--- config.mk ---
export PLATFORM = sky130hd
export DESIGN_NAME = dpcr_isqrt
export DESIGN_NICKNAME = d
export VERILOG_FILES = /design/src/dpcr_isqrt.sv
export SDC_FILE = /design/constraint.sdc
export NUM_CORES = 1
export LEC_CHECK = 0
export ABC_AREA = 1
export BUFFER_PORTS_ARGS = -buffer_cell sky130_fd_sc_hd__buf_2
export CAP_MARGIN = 20
export CELL_PAD_IN_SITES_DETAIL_PLACEMENT = 0
export CELL_PAD_IN_SITES_GLOBAL_PLACEMENT = 1
export CORE_UTILIZATION = 50
export DETAILED_ROUTE_END_ITERATION = 8
export MAX_ROUTING_LAYER = met4
export PLACE_DENSITY_LB_ADDON = 0.1
export SLEW_MARGIN = 20
export SYNTH_ARGS = -nofsm -noshare
export SYNTH_HDL_FRONTEND = slang
export SYNTH_SLANG_ARGS = --single-unit
--- constraint.sdc ---
create_clock -name clk -period 2.3 [get_ports clk]
set_clock_uncertainty 0.05 [all_clocks]
set_input_delay 0.23 -clock clk [delete_from_list [all_inputs] [get_ports clk]]
set_output_delay 0.23 -clock clk [all_outputs]
set_load 0.01 [all_outputs]
--- src/dpcr_isqrt.sv ---
// Pipelined integer square root, one result bit per stage.
// Depends on nothing.
module dpcr_isqrt #(
  parameter int IW = 36
) (
  input  logic            clk,
  input  logic            en,
  input  logic [IW-1:0]   v,
  output logic [IW/2-1:0] root
);

  localparam int OW = IW / 2;

  logic [IW-1:0] rem_r [OW];
  logic [IW-1:0] res_r [OW];

  for (genvar s = 0; s < OW; s++) begin : g_stage
    localparam logic [IW-1:0] BIT = IW'(1) << (IW - 2 - 2 * s);
    logic [IW-1:0] rem_in, res_in, trial, rem_nxt, res_nxt;

    if (s == 0) begin : g_first
      assign rem_in = v;
      assign res_in = '0;
    end else begin : g_next
      assign rem_in = rem_r[s-1];
      assign res_in = res_r[s-1];
    end

    // try the next root bit
    always_comb begin
      trial = res_in + BIT;
      if (rem_in >= trial) begin
        rem_nxt = rem_in - trial;
        res_nxt = (res_in >> 1) + BIT;
      end else begin
        rem_nxt = rem_in;
        res_nxt = res_in >> 1;
      end
    end

    always_ff @(posedge clk) begin
      if (en) begin
        rem_r[s] <= rem_nxt;
        res_r[s] <= res_nxt;
      end
    end
  end

  assign root = res_r[OW-1][OW-1:0];

endmodule

; Word-level counts from Yosys, hierarchy flattened
; Memory sizes are Yosys's and may differ from the RTL's.
; Index checks and enable logic that the tools add are counted.
[op_classes]
n_mux = 38
n_addsub = 52
n_lt_le_gt_ge = 18
[op_table]
columns = operator, n
row1 = 36-bit two-way mux, 35
row2 = 36-bit >= comparator, 17
row3 = 36-bit subtractor, 17
row4 = 35-bit by 1-bit adder with 36-bit output (second input constant), 1
row5 = 35-bit by 11-bit adder with 36-bit output (second input constant), 1
row6 = 35-bit by 13-bit adder with 36-bit output (second input constant), 1
row7 = 35-bit by 15-bit adder with 36-bit output (second input constant), 1
row8 = 35-bit by 17-bit adder with 36-bit output (second input constant), 1
row9 = 35-bit by 19-bit adder with 36-bit output (second input constant), 1
row10 = 35-bit by 21-bit adder with 36-bit output (second input constant), 1
row11 = 35-bit by 23-bit adder with 36-bit output (second input constant), 1
row12 = 35-bit by 25-bit adder with 36-bit output (second input constant), 1
row13 = 35-bit by 27-bit adder with 36-bit output (second input constant), 1
row14 = 35-bit by 29-bit adder with 36-bit output (second input constant), 1
row15 = 35-bit by 3-bit adder with 36-bit output (second input constant), 1
row16 = 35-bit by 31-bit adder with 36-bit output (second input constant), 1
row17 = 35-bit by 33-bit adder with 36-bit output (second input constant), 1
row18 = 35-bit by 5-bit adder with 36-bit output (second input constant), 1
row19 = 35-bit by 7-bit adder with 36-bit output (second input constant), 1
row20 = 35-bit by 9-bit adder with 36-bit output (second input constant), 1
row21 = 36-bit by 1-bit adder with 36-bit output (second input constant), 1
row22 = 36-bit by 11-bit adder with 36-bit output (second input constant), 1
row23 = 36-bit by 13-bit adder with 36-bit output (second input constant), 1
row24 = 36-bit by 15-bit adder with 36-bit output (second input constant), 1
row25 = other kinds (17), 18
[word_totals]
ram_bits = 1296
memories = 2
out_inout_bits = 18
register_bits = 0
elab_cells = 110
[memory_table]
columns = memory, words, word_bits, rd, rd_ports_with_merged_regs, write_ports, line_no
row1 = rem_r, 18, 36, 17, 0, 18, 14  ; logic [IW-1:0] rem_r [OW];
row2 = res_r, 18, 36, 18, 0, 18, 15  ; logic [IW-1:0] res_r [OW];

; Depth between registers and ports, before layout
; An unclocked memory read counts as a cell.
[depth]
depth_word = 4
ltp_mapped = 16
mapped_depth_nobuf = 15

; Least setup slack after synthesis
; No wires, ideal clock.
[synth_timing]
path_kind = flip-flop to flip-flop
startpoint = memory rem_r[11][13]
endpoint = memory rem_r[12][15] (data pin)
required_time_ps = 1998
slack_ps = 242
path_stages_with_launch = 12
arrival_time_ps = 1755
synth_period_minus_slack_ps = 2058
path_cell_list = edfxtp_1 -> ha_1 -> a21oi_2 -> nand2_1 -> a21oi_2 -> o21ai_1 -> nand2_1 -> nand2_2 -> buf_6 -> buf_6 -> nand2_1 -> nand2_1
[synth_lines]
columns = element, line_no
row1 = "start, declared", 14

==> flow_summary_export.csv <==
group,metric,value,unit
status,status,"finished clean",
drt,vias_per_cell,5.095,
logic_synthesis,ys_seq_elements,783,
drt,drt_pass1_iterations,5,
global_route,grt_antenna_before_repair,0,
cells_and_area,final_util,62.55,%
logic_synthesis,syn_avg_cell_area,9.106,um^2
power_and_ir_drop,power_leakage,23.15,nW
floorplanning,initial_core_util,50.45,%
power_and_ir_drop,ir_drop,0.0006375,V
drt,drtIter0Drc,2659,
placed_design,port_buffers,55,
drt,finalWirelength,113200,um
clocking,cts_max_path_buffers,3,
critical_path,crit_top_cell,"inv_1",
logic_synthesis,synth_ff_type,"edfxtp_1",
sta,worst_pin_slew,550.7,ps
logic_synthesis,yosysWarnings,0,
global_route,grt_pass1_wl,171000,um
cells_and_area,seq_area,0.02351,mm^2
cells_and_area,mostFrequentLayoutCell,"nand2_1",
sta,fmax,436.1,MHz
critical_path,regToRegEndpoint,"rem_r[14][29]",
cells_and_area,multiInputGateArea,0.01790,mm^2
critical_path,start_kind,"flip-flop",
drt,num_vias,33450,
sta,slew_headroom,62.90,%
floorplanning,dieArea,0.08710,mm^2
critical_path,r2r-start,"res_r[13][9]",
floorplanning,core-area,0.08515,mm^2
clocking,cts_root_buffer,"clkbuf_16",
logic_synthesis,ys_seq_area_share,54.73,%
logic_synthesis,async_reset_ff_share,0,%
global_route,grt-ovfl-total,0,
critical_path,cpMaxStageDelayCell,"edfxtp_1",
logic_synthesis,synth_top_area_share,54.73,%
sta,period_share,99.70,%
sta,grt_setup_unrepaired,"true",
critical_path,crit_path_cell_trace,"inv_1 -> ha_2 -> nand2_1 -> inv_1 -> o21bai_1 -> nand3_2 -> nand2_4 -> nand3_4 -> nor2_8 -> clkbuf_16 -> a21oi_2",
hold_path,hp-class,"input port to flip-flop",
logic_synthesis,synth.cell_area,0.04296,mm^2
global_route,grt_max_degree,87,
clocking,cts.htree.levels,3,
critical_path,worst_ep_arrival_time,2620,ps
clocking,clk_pin_slew,60,ps
placed_design,placed_area,0.04749,mm^2
critical_path,r2r_slack,7,ps
sta,finalHoldViolations,0,
floorplanning,die_h,295.1,um
run,maxCapViolations,0,
clocking,cts.sinks,783,
logic_synthesis,yosysTopAreaCell,"edfxtp_1",
cells_and_area,final_cell_mix,"nand2_1, edfxtp_1, inv_1",
global_route,grt_pass1_vias,31030,
sta,finalCriticalPeriod,2293,ps
power_and_ir_drop,pwr_density_cell,840.6,mW/mm^2
clocking,tritoncts,"yes",
cells_and_area,drive_gt1_share,19.94,%
cells_and_area,final_nets,5577,
cells_and_area,n_fill_cell,7268,
sta,finalMaxSlewViolations,0,
cells_and_area,n_antenna_cell,0,
critical_path,critical_path.startpoint,"res_r[13][9]",
logic_synthesis,yosysUniqueCellTypes,50,
floorplanning,row_count,107,
logic_synthesis,synth_area_leaders,"edfxtp_1, nand2_1, inv_1",
clocking,clock_latency,680,ps
clocking,cts_made_buffers,84,
drt,route.detailed.drc,0,
sta,setup_violations,0,
floorplanning,pin_count,56,
critical_path,rr_worst_depth,11,
logic_synthesis,syn_nets,4941,
critical_path,worstSetupPathType,"flip-flop to flip-flop",
drt,avgRoutedWirePerCell,17.23,um
cells_and_area,syn2layout_area_growth,23.98,%
floorplanning,die_width,295.1,um
logic_synthesis,synthCells,4718,
placed_design,hpwlAfterDp,85280,um
critical_path,end_kind,"flip-flop",
cells_and_area,design_area,0.05326,mm^2
critical_path,endpoint,"rem_r[14][29]",
critical_path,crit_fanout,5,
drt,final_antenna_net_count,0,
critical_path,cp_data_required_time,2630,ps
placed_design,routabilityCongestion,0.9510,
power_and_ir_drop,finalPower,0.04477,W
global_route,track_usage,26.04,%
logic_synthesis,synth_edf_count,783,
critical_path,slowest_delay,420,ps
==> per-layer routing <==
metal | part of all wire, % | global-route usage [%]
met1 | 47 | 36.25
met5 | 0 | -
met4 | 1.4 | 5.194
met2 | 47 | 41.34
met3 | 4.6 | 3.007
==> stage by stage <==
step	setup slack (ps)	instances	TNS (ps)	hold slack [ps]
after floorplan	242.1	4718	0	278.9
after global placement	-238.5	6264	-5455	357.4
after detailed placement	-200.9	6264	-4360	358.1
after CTS	0.2898	6460	0	154.0
after global routing	-59.68	6566	-2368	178.1
final	6.996	6566	0	206.3
==> what timing repair did <==
item                                    4_1_cts  5_1_grt
hold buffers                                 38        0
hold endpoints to repair                     48        0
gates cloned                                  0       10
pin swaps                                     1       71
endpoints found under the setup margin       61      284
resized for setup                            16      293
buffers inserted                              4       96
==> cells by family (layout without fill, tap and decap cells) <==
| kind of cell | count (synthesis) | in the layout | synth area share, % |
|---|---|---|---|
| adder cells (fa/ha/maj) | 185 | 185 | 5.388 |
| XOR/XNOR | 152 | 152 | 3.099 |
| buffers and inverters | 773 | 1475 | 7.235 |
| AO/OA/AOI/OAI | 426 | 426 | 5.705 |
| flip-flops | 783 | 783 | 54.73 |
| AND/OR/NAND/NOR | 2399 | 2401 | 23.84 |
==> how the worst min path moves through the flow <==
stage                      from            to  slack, ps  depth (start not counted)
after detailed placement  v[23]  rem_r[0][23]        360                          1
after global routing       v[8]   rem_r[0][8]        180                          2
after CTS                  v[8]   rem_r[0][8]        150                          2
after floorplan            v[0]   rem_r[0][0]        280                          0
after global placement    v[17]  rem_r[0][17]        360                          1
final                      v[8]   rem_r[0][8]        210                          2
==> Yosys cell counts, types with 2 or more instances <==
master / number
ha_1: 185
inv_2: 26
xnor2_1: 59
a21oi_2: 41
inv_1: 712
nor3_1: 60
and3_1: 2
a21boi_0: 2
buf_2: 3
o21a_1: 3
nand3_2: 7
buf_4: 9
o21bai_1: 9
a211oi_1: 2
nand2_1: 1372
nand4_1: 104
nor3b_1: 2
edfxtp_1: 783
nand3_4: 2
nor2_1: 457
buf_6: 20
o21ai_0: 113
nor2_4: 7
o21ai_1: 35
a21oi_1: 184
nand3b_1: 34
and2_1: 5
nand3_1: 246
a31oi_1: 2
xor2_1: 93
nand2_2: 25
or2_2: 13
a21o_1: 11
o21ai_2: 18
nor2_2: 20
o211ai_1: 3
nor3_2: 5
nor4_1: 32
==> registers in the layout, summed over array words and instances (netlist names) <==
name / count
res_r: 171
rem_r: 612
==> worst max-delay path: cells and delay by family (launching register included) <==
family | cells | cell delay [ps]
AOI/OAI and AO/OA | 2 | 220
adders and majority gates | 1 | 300
buffers and inverters | 3 | 320
DFF | 1 | 420
and+or+nand+nor | 5 | 730
==> power by group <==
part	internal (W)	switching [W]	total (W)
sequential	0.0179	0.00136	0.0193
combinational	0.00481	0.00689	0.0117
clock	0.00786	0.00591	0.0138
==> layout make-up <==
cell class              instances  share of cell area (%)
flip-flops and latches        783                   44.15
multi-input cells            3164                   33.61
repair buffers                581                   8.957
inverters                     740                   5.248
clock buffers                  95                   4.024
well taps                    1144                   2.687
clock inverters                59                   1.330
Power figures use the tool's default switching activity.
