--- config.mk ---
export PLATFORM = sky130hd
export DESIGN_NAME = dpcr_rdiv
export DESIGN_NICKNAME = d
export VERILOG_FILES = /design/src/dpcr_rdiv.sv
export SDC_FILE = /design/constraint.sdc
export NUM_CORES = 1
export LEC_CHECK = 0
export ABC_AREA = 1
export BUFFER_PORTS_ARGS = -buffer_cell sky130_fd_sc_hd__buf_4
export CAP_MARGIN = 40
export CORE_MARGIN = 2
export CORE_UTILIZATION = 59
export CTS_CLUSTER_SIZE = 10
export DETAILED_ROUTE_END_ITERATION = 10
export PLACE_DENSITY = 0.79
export RECOVER_POWER = 25
export SLEW_MARGIN = 20
export SYNTH_ARGS = -nofsm -noshare
export SYNTH_HDL_FRONTEND = slang
export SYNTH_SLANG_ARGS = --single-unit
export TNS_END_PERCENT = 100
--- constraint.sdc ---
create_clock -name clk -period 9.6 [get_ports clk]
set_input_delay 1.44 -clock clk [delete_from_list [all_inputs] [get_ports clk]]
set_output_delay 1.44 -clock clk [all_outputs]
set_load 0.02 [all_outputs]
--- src/dpcr_rdiv.sv ---
// Pipelined signed divide by a positive value, rounded to nearest, ties up.
// Depends on nothing; one quotient bit per stage.
module dpcr_rdiv #(
  parameter int NUM_W = 24,
  parameter int DEN_W = 18,
  parameter int QW    = 18
) (
  input  logic                    clk,
  input  logic                    en,
  input  logic signed [NUM_W-1:0] num,
  input  logic [DEN_W-1:0]        den,
  output logic signed [QW:0]      quo
);

  localparam int MW = NUM_W + 2;
  localparam int DW = DEN_W + 1;
  localparam int CW = (MW > DW + QW) ? MW : DW + QW;

  logic [MW-1:0] rem_r [QW+1];
  logic [QW-1:0] q_r   [QW+1];
  logic [DW-1:0] d_r   [QW+1];
  logic          neg_r [QW+1];
  logic signed [QW:0] quo_r;

  logic signed [MW-1:0] n_s;
  logic [DW-1:0]        d_s;
  logic [MW-1:0]        m0;

  // floor((2n + d) / 2d) as a magnitude divide
  always_comb begin
    n_s = (MW'(num) <<< 1) + $signed(MW'(den));
    d_s = {den, 1'b0};
    if (n_s[MW-1]) begin
      m0 = MW'(-n_s) + MW'(d_s) - MW'(1);
    end else begin
      m0 = MW'(n_s);
    end
  end

  always_ff @(posedge clk) begin
    if (en) begin
      rem_r[0] <= m0;
      q_r[0]   <= '0;
      d_r[0]   <= d_s;
      neg_r[0] <= n_s[MW-1];
    end
  end

  for (genvar s = 0; s < QW; s++) begin : g_stage
    localparam int B = QW - 1 - s;
    logic [CW-1:0] dsh, rem_c;
    logic          ge;
    logic [MW-1:0] rem_nxt;
    logic [QW-1:0] q_nxt;

    // restoring step for quotient bit B
    always_comb begin
      dsh     = CW'(d_r[s]) << B;
      rem_c   = CW'(rem_r[s]);
      ge      = rem_c >= dsh;
      rem_nxt = ge ? MW'(rem_c - dsh) : rem_r[s];
      q_nxt   = ge ? (q_r[s] | (QW'(1) << B)) : q_r[s];
    end

    always_ff @(posedge clk) begin
      if (en) begin
        rem_r[s+1] <= rem_nxt;
        q_r[s+1]   <= q_nxt;
        d_r[s+1]   <= d_r[s];
        neg_r[s+1] <= neg_r[s];
      end
    end
  end

  // restore the sign
  always_ff @(posedge clk) begin
    if (en) begin
      if (neg_r[QW]) quo_r <= -$signed({1'b0, q_r[QW]});
      else           quo_r <= $signed({1'b0, q_r[QW]});
    end
  end

  assign quo = quo_r;

endmodule

Word-level counts from Yosys, hierarchy flattened
Memory sizes are Yosys's and may differ from the RTL's.
Cells that the tools add are included.
{ "classes": {"add_sub_neg": 23, "n_mul": 0, "n_div": 0, "n_lt_le_gt_ge": 18, "n_eq_ne": 0, "shifts": 0, "n_mux": 40, "bitwise_logic": 0, "reduce_logical": 0} }
{ "op_table": {"columns": ["op", "n"], "rows": [
  ["26-bit two-way mux", 19],
  ["26-bit subtractor", 11],
  ["26-bit by 36-bit greater-or-equal comparator with 1-bit output", 1],
  ["18-bit two-way mux", 2],
  ["26-bit by 35-bit greater-or-equal comparator with 1-bit output", 1],
  ["26-bit by 34-bit greater-or-equal comparator with 1-bit output", 1],
  ["26-bit by 33-bit greater-or-equal comparator with 1-bit output", 1],
  ["26-bit by 32-bit greater-or-equal comparator with 1-bit output", 1],
  ["26-bit by 31-bit greater-or-equal comparator with 1-bit output", 1],
  ["26-bit by 30-bit greater-or-equal comparator with 1-bit output", 1],
  ["26-bit by 29-bit greater-or-equal comparator with 1-bit output", 1],
  ["26-bit by 28-bit greater-or-equal comparator with 1-bit output", 1],
  ["26-bit by 27-bit greater-or-equal comparator with 1-bit output", 1],
  ["25-bit by 19-bit adder with 26-bit output", 1],
  ["26-bit by 19-bit adder with 26-bit output", 1],
  ["26-bit by 19-bit greater-or-equal comparator with 1-bit output", 1],
  ["26-bit by 20-bit greater-or-equal comparator with 1-bit output", 1],
  ["26-bit by 21-bit greater-or-equal comparator with 1-bit output", 1],
  ["26-bit by 22-bit greater-or-equal comparator with 1-bit output", 1],
  ["26-bit by 23-bit greater-or-equal comparator with 1-bit output", 1],
  ["26-bit by 24-bit greater-or-equal comparator with 1-bit output", 1],
  ["26-bit by 25-bit greater-or-equal comparator with 1-bit output", 1],
  ["26-bit greater-or-equal comparator", 1],
  ["26-bit negation", 1],
  ["26 further kinds", 28]
]} }
{ "totals": {"regBits": 19, "latch_bits": 0, "ram_bits": 1216, "romBits": 0, "out_inout_bits": 19, "word_cells": 87, "memories": 4} }
{ "mem_list": {"columns": ["name", "words", "width", "rd", "rd_clocked_by_memory_dff", "write_ports", "line", "rtl"], "rows": [
  ["rem_r", 19, 26, 18, 0, 19, "19", "logic [MW-1:0] rem_r [QW+1];"],
  ["d_r", 19, 19, 18, 0, 19, "21", "logic [DW-1:0] d_r [QW+1];"],
  ["q_r", 19, 18, 19, 0, 19, "20", "logic [QW-1:0] q_r [QW+1];"],
  ["neg_r", 19, 1, 19, 0, 19, "22", "logic neg_r [QW+1];"]
]} }

Depth between registers and ports, before layout
Gate-level depths: netlist (run 1).
{ "logic_depth": {"ltp_word": 5, "ltp_mapped": 26} }

Worst setup path before layout (run 1)
OpenSTA, ideal clock, no wires.
{ "synth_path": {"kind": "input port to flip-flop", "from": "in num[0]", "to": "mem rem_r[0][23] in the netlist's numbering (data pin)", "setup_ns": 0.253, "arrival_ns": 3.879, "required_ns": 9.347, "slack_ns": 5.468, "path_stages": 17, "path_buffers": 0, "cell_sequence": "ha_1 > inv_1 > fa_1 > inv_1 > fa_1 > o21ai_0 > a21oi_1 > o21ai_0 > nand3_1 > nand2_1 > nand2_1 > nand2_1 > nand2_1 > nand2_1 > nand3b_1 > nand3_1 > nand2_1"} }
{ "synth_rtl": {"columns": ["item", "line", "rtl"], "rows": [
  ["start, declared", "10", "input logic signed [NUM_W-1:0] num,"],
  ["end, declared", "19", null]
]} }

==> metrics.md, run 1 <==
| Metric | Value |
|---|---|
| Cell area after synthesis | `50000 um^2` |
| CTS sink count | `1001` |
| Max_cap viols | `0` |
| Leading area contributor after synthesis | `edfxtp_1` |
| Fin crit period | `4.15 ns` |
| Largest net degree at the start of global routing | `212` |
| EDFF count, synth | `1001` |
| N_diodes | `0` |
| Htree depth | `3` |
| Max Clock Skew | `0.0566 ns` |
| Antenna violations before repair | `0` |
| CP required | `10.05 ns` |
| Async set or reset register ratio after synthesis | `0%` |
| Share of Yosys cell area claimed by the top area cell type | `60.1%` |
| # setup viols final | `0` |
| RSZ-0062 raised after global routing | `no` |
| Ys flop type | `edfxtp_1` |
| Total Power | `12.8 mW` |
| Initial core utilization | `59.7%` |
| Die X-Extent | `295 um` |
| CTS Buf Count | `113` |
| Total gr overflow | `0` |
| Final period util | `43.2%` |
| Post-CTS Setup Bufs | `0` |
| Clock-pin slew on the worst setup and hold paths | `0.05 ns` |
| Setup TNS | `0 ns` |
| Port buffer count | `62` |
| Bufs on Longest Clock Path | `3` |
| First-pass GRT wire length | `168000 um` |
| Die Ht | `295 um` |
| Initial DRC Count | `2756` |
| Routed length per instance | `18.1 um` |
| Fillers | `6276` |
| Final Max Slew Viols | `0` |
| PostCTS Resize Cnt | `0` |
| Synth area leaders | `edfxtp_1 (60%), ha_1 (7.3%), nand2_1 (6.2%), inv_1 (4.3%), a21oi_1 (3.3%)` |
| FMAX | `241 MHz` |
| Syn-to-layout area delta | `10.1%` |
| Root Buffer | `clkbuf_16` |
| Post-route ant nets | `0` |
| Worst skew pair latency | `0.69 ns` |
| I/O pin count | `63` |
| DRC | `0` |
| Die Area | `87100 um^2` |
| Crit end category | `register` |
| Vias per inst | `5.60` |
| Top cells by count, synth | `edfxtp_1 (1001), nand2_1 (824), inv_1 (579)` |
| Fin util | `65.7%` |
| Fin nets | `5056` |
| Total wire length | `106000 um` |
| DRT Pass-1 Iters | `5` |
| TritonCTS clock tree | `done` |
| Hold path depth | `0` |
| Critical path fanouts, max | `25` |
| CTS Hold Bufs | `0` |
| Crit Path Category | `input pin to register` |
| Register area share after synthesis | `60.1%` |
| Vias in the first global route | `31899` |
| Layout cell share with drive strength beyond 1 | `6.93%` |
| Worst-margin pin slew | `0.933 ns` |
| Startpoint Class | `input pin` |
| Num rows | `106` |
| Syn avg cell area | `11.0 um^2` |
| Max_slew headroom | `37.3%` |
| R2R depth | `8` |
| PwrDens | `232 nW/um^2` |
| Synth unique cells | `70` |
| Final hold violation count | `0` |
| Total number of vias | `32850` |
| Placeable Area | `83800 um^2` |
| Syn Nets | `4907` |
| Final hold slack | `0.375 ns` |
| Synth warn | `0` |
| Status | `complete, no violations` |
| Pleak | `22.4 nW` |
| Mapped Cells | `4551` |
| Synthesized flop and latch total | `1001` |
| Tot GR Track Use | `24.5%` |
| Worst min-delay path category | `register to register` |
| Dpl hpwl | `77500 um` |
| Cell with the most instances after synthesis | `edfxtp_1` |
| VDD IR-drop max | `0.167 mV` |
| Worst endpoint data arrival time | `4.59 ns` |
| GP Congestion | `0.909` |
layer usage:
layer,up-vias,global-route usage [%],part of all wire [%]
met3,203,3.13,5.0
met1,15531,32.1,43
met4,0,9.41,3.5
met2,904,41.7,49
met5,-,0,0
li1,16212,-,-
area by class of cell:
class	count	area, um^2	area share (%)
Sequential cell	1001	30100	54.6
Tap cell	1134	1420	2.58
Multi-Input combinational cell	2908	17500	31.7
Timing Repair Buffer	82	772	1.40
Inverter	594	2230	4.05
Clock inverter	14	224	0.407
Clock buffer	131	2900	5.26
path summary, 6_finish.rpt:
path | from | slack [ns] | endpoint
max reg2reg | d_r[1][1]$_DFFE_PP_ | 6.31 | rem_r[2][25]$_DFFE_PP_
min reg2reg | q_r[12][8]$_DFFE_PP_ | 0.37 | q_r[13][8]$_DFFE_PP_
max | den[1] | 5.45 | rem_r[0][23]$_DFFE_PP_
min | q_r[12][8]$_DFFE_PP_ | 0.37 | q_r[13][8]$_DFFE_PP_
worst max-delay path, stage by stage:
cell	delay (ns)
buf_4	0.10
ha_1	0.20
inv_1	0.07
fa_1	0.41
inv_1	0.10
nand2_1	0.05
nand2_1	0.10
nand3_1	0.14
nand2_2	0.14
nand3_2	0.10
nand2_2	0.11
nand2_2	0.07
nand2_2	0.09
nand2_2	0.08
o21ai_4	0.54
inv_2	0.40
nand2_1	0.20
nand2_1	0.07
nand3_1	0.07
nand2_1	0.05
metrics by stage:
stage	setup slack [ns]	area (um^2)	std cells
after global placement	4.91	51800	5712
after floorplan	5.47	50000	4551
after global routing	5.18	55100	5864
after CTS	5.55	55000	5861
final	5.45	55100	5864
after detailed placement	4.82	51900	5716
registers in the layout, summed over array words and instances (netlist names):
register	flops
rem_r	468
d_r	324
q_r	171
neg_r	19
quo	19
where the power goes:
group / leakage (nW) / switching [mW] / total, mW / internal, mW
Combinational: 11.1 / 1.93 / 3.12 / 1.19
Sequential: 9.78 / 0.330 / 5.87 / 5.54
Clock: 1.51 / 1.63 / 3.77 / 2.14
kinds of logic after synthesis:
kind of cell             after synthesis  synth area share [%]
AO/OA/AOI/OAI                        813                  9.09
XOR/XNOR                             241                  4.22
adder cells (fa/ha/maj)              312                  8.09
buffers and inverters                642                  5.02
flip-flops                          1001                  60.1
multiplexers                           1                0.0225
other                                  1               0.00750
AND/OR/NAND/NOR                     1540                  13.5
layout by cell type, fill, tap and decap left out, types with 5 or more instances in the layout:
cell,Yosys,layout
nor2_2,8,8
a221oi_1,7,7
a31oi_1,24,24
nand4_1,44,44
xor2_1,130,130
o211ai_1,13,13
nor4_1,68,68
o21ai_1,59,59
xnor2_1,111,111
a211oi_1,6,6
buf_16,0,5
o2111ai_1,6,6
ha_1,293,293
a21oi_1,334,334
fa_1,19,19
nand3b_1,11,11
nand3_2,9,9
clkbuf_1,21,18
clkbuf_16,0,113
nor2_1,273,273
o21a_1,5,5
nand2_2,21,21
o21bai_1,15,15
o31ai_1,7,7
a21oi_2,9,9
edfxtp_1,1001,1001
nor3b_1,6,6
nand3_1,176,176
nand2_4,5,5
or4_1,8,8
nand2_1,824,824
nor3_1,54,54
o21ai_0,264,264
inv_1,579,579
a21o_1,17,17
buf_4,7,71
o21ai_2,22,22
or2_2,18,18
inv_2,14,14
Power figures use the tool's default switching activity.
==> inputs of run 2 (changes only) <==
--- a/config.mk
+++ b/config.mk
@@ -9,10 +9,10 @@
 export BUFFER_PORTS_ARGS = -buffer_cell sky130_fd_sc_hd__buf_4
 export CAP_MARGIN = 40
 export CORE_MARGIN = 2
-export CORE_UTILIZATION = 59
+export CORE_UTILIZATION = 58
 export CTS_CLUSTER_SIZE = 10
 export DETAILED_ROUTE_END_ITERATION = 10
-export PLACE_DENSITY = 0.79
+export PLACE_DENSITY = 0.81
 export RECOVER_POWER = 25
 export SLEW_MARGIN = 20
 export SYNTH_ARGS = -nofsm -noshare
==> constraint.sdc (replaced) <==
create_clock -name clk -period 3.54 [get_ports clk]
set_input_delay 0.531 -clock clk [delete_from_list [all_inputs] [get_ports clk]]
set_output_delay 0.531 -clock clk [all_outputs]
set_load 0.02 [all_outputs]
==> run 2 against run 1 <==
  * Setup slack lost 5.3 ns
  * Combinational power grew to 2.8 times the previous value
  * The run now ends with max-capacitance violations, max-slew violations left
  * Non-clock buffer count grew 40
  * Die area grew 1.7%
  * Final cell count grew 0.72%
  * Register-to-register slack lost 6.0 ns
  * Largest cell class unchanged
==> metrics.md, run 2 (synthesized netlist as in run 1, its figures left out) <==
| Metric | Value |
|---|---|
| Routed length per instance | `18.1 um` |
| I/O pin count | `63` |
| Htree depth | `3` |
| Max Clock Skew | `0.0724 ns` |
| Instance count on the critical path | `25` |
| Status | `complete, but fails checks` |
| Fin nets | `5095` |
| Clock network fraction of design power | `29.4%` |
| # setup viols final | `0` |
| Buf/Inv on CP | `4` |
| Critical-path top delay cell | `dlygate4sd3_1` |
| Total gr overflow | `0` |
| Total number of vias | `33374` |
| Fin util | `64.9%` |
| Placeable Area | `85300 um^2` |
| Syn-to-layout area delta | `10.6%` |
| Largest register FFs | `468` |
| CTS sink count | `1001` |
| Worst min-delay path category | `input pin to register` |
| Int Pwr | `24.1 mW` |
| Switching portion of total power | `30.5%` |
| CTS Buf Count | `112` |
| Design area | `55300 um^2` |
| Antenna violations before repair | `0` |
| Crit-path most repeated cell | `nand2_1` |
| Vias per inst | `5.65` |
| Post-route ant nets | `0` |
| Hold path depth | `1` |
| N_diodes | `0` |
| Die Area | `88600 um^2` |
| Most common cell after layout, fill and taps aside | `edfxtp_1` |
| Port buffer count | `62` |
| Fin crit period | `3.37 ns` |
| PwrDens | `627 nW/um^2` |
| Largest regs | `rem_r: 468 flops, d_r: 324 flops, q_r: 171 flops` |
| Crit-path leading delay family | `simple AND/OR/NAND/NOR gates` |
| Clock-pin slew on the worst setup and hold paths | `0.06 ns` |
| DRC | `0` |
| CP required | `4.00 ns` |
| Startpoint Class | `input pin` |
| FMAX | `297 MHz` |
| Initial core utilization | `58.7%` |
| Vias in the first global route | `32808` |
| Crit-path max cell delay | `0.54 ns` |
| TritonCTS clock tree | `done` |
| Tot GR Track Use | `24.0%` |
| DRT Pass-1 Iters | `6` |
| Worst endpoint data arrival time | `3.82 ns` |
| Crit path to | `rem_r[0][20]$_DFFE_PP_` |
| Final Max Slew Viols | `24` |
| Bufs on Longest Clock Path | `3` |
| Die Ht | `298 um` |
| R2R depth | `15` |
| Initial DRC Count | `2826` |
| FF-to-FF setup slack | `0.34 ns` |
| Worst skew pair latency | `0.71 ns` |
| Final period util | `95.1%` |
| Dpl hpwl | `77900 um` |
| Share of power burned in registers | `45.8%` |
| Largest net degree at the start of global routing | `140` |
| Switching Power | `10.6 mW` |
| Max_slew headroom | `-60.4%` |
| Max_cap viols | `1` |
| Comb pwr share | `24.8%` |
| GP Congestion | `0.909` |
| Crit Path Category | `input pin to register` |
| Violated checks | `max-capacitance violations, max-slew violations` |
| First-pass GRT wire length | `170000 um` |
| Most frequent cells in the layout | `edfxtp_1 (1001), nand2_1 (823), inv_1 (579), a21oi_1 (333), ha_1 (291)` |
| Fillers | `6385` |
| Critical path fanouts, max | `6` |
| Pleak | `22.5 nW` |
| Crit Reg-Reg Startpoint | `d_r[9][1]$_DFFE_PP_` |
| Num rows | `107` |
| Worst-margin pin slew | `2.41 ns` |
| VDD IR-drop max | `0.465 mV` |
| Root Buffer | `clkbuf_16` |
| Crit path from | `den[3]` |
| Reg with most FFs | `rem_r` |
| Layout cell share with drive strength beyond 1 | `7.39%` |
| Total wire length | `107000 um` |
| Final hold violation count | `0` |
| Die X-Extent | `298 um` |
| DP Area | `52200 um^2` |
| Worst r2r dst | `rem_r[10][9]$_DFFE_PP_` |
| Crit end category | `register` |
run 2: timing repair:
action / CTS / global route
gates resized for setup: 0 / 6
endpoints found under the hold margin: 2 / 0
setup buffers: 0 / 1
hold buffers: 2 / 0
endpoints found under the setup margin: 0 / 11
run 2: worst min path at each step:
stage,start,end,slack [ns]
after global placement,q_r[7][15]$_DFFE_PP_,q_r[8][15]$_DFFE_PP_,0.40
after detailed placement,neg_r[13]$_DFFE_PP_,neg_r[14]$_DFFE_PP_,0.40
final,den[4],d_r[0][5]$_DFFE_PP_,0.15
after CTS,den[4],d_r[0][5]$_DFFE_PP_,0.008
after floorplan,neg_r[9]$_DFFE_PP_,neg_r[10]$_DFFE_PP_,0.40
after global routing,den[4],d_r[0][5]$_DFFE_PP_,0.12
run 2: power by group through the flow:
| stage | Sequential, mW | Combinational (mW) | Clock, mW |
|---|---|---|---|
| after floorplan | 15.7 | 6.37 | 0 |
| after global placement | 16.1 | 8.17 | 0 |
| after detailed placement | 16.1 | 8.39 | 0 |
| after CTS | 15.9 | 8.50 | 10.4 |
| after global routing | 16.0 | 9.67 | 10.8 |
| final | 15.9 | 8.62 | 10.2 |
run 2: per-stage QoR:
step	setup slack, ns	setup TNS, ns	power, mW	hold slack (ns)	instances
after floorplan	0.317	0	22.1	0.400	4551
after global placement	-0.0264	-0.0264	24.3	0.401	5765
after detailed placement	-0.0613	-0.118	24.5	0.405	5765
after CTS	0.119	0	34.8	0.00753	5904
after global routing	-0.00857	-0.00857	36.5	0.124	5906
final	0.174	0	34.7	0.147	5906
run 2: layout make-up:
type,count,area (um^2),area share (%)
multi-input combinational,2908,17500,31.6
inverter,594,2230,4.04
clock buffer,125,2850,5.16
clock inverter,12,270,0.489
tap,1144,1430,2.59
sequential,1001,30100,54.3
timing repair buffer,122,986,1.78
run 2: worst register-to-register path, stage by stage (launching register included):
cell	delay, ns
edfxtp_1	0.41
ha_1	0.24
fa_1	0.42
o21ai_1	0.26
nand2_1	0.09
nand2_1	0.07
a21oi_1	0.12
o21ai_2	0.21
nand3_1	0.09
nand2_1	0.10
nand2_1	0.05
nand2_1	0.14
inv_1	0.25
buf_4	0.28
nand2_1	0.08
o21ai_0	0.09
run 2: routing by layer:
layer	vias to the layer above	wire [um]	track usage, %
met5	-	0	0
met4	0	4100	9.48
met3	246	5300	3.41
met2	1002	53400	41.7
met1	15855	44300	30.5
li1	16271	-	-
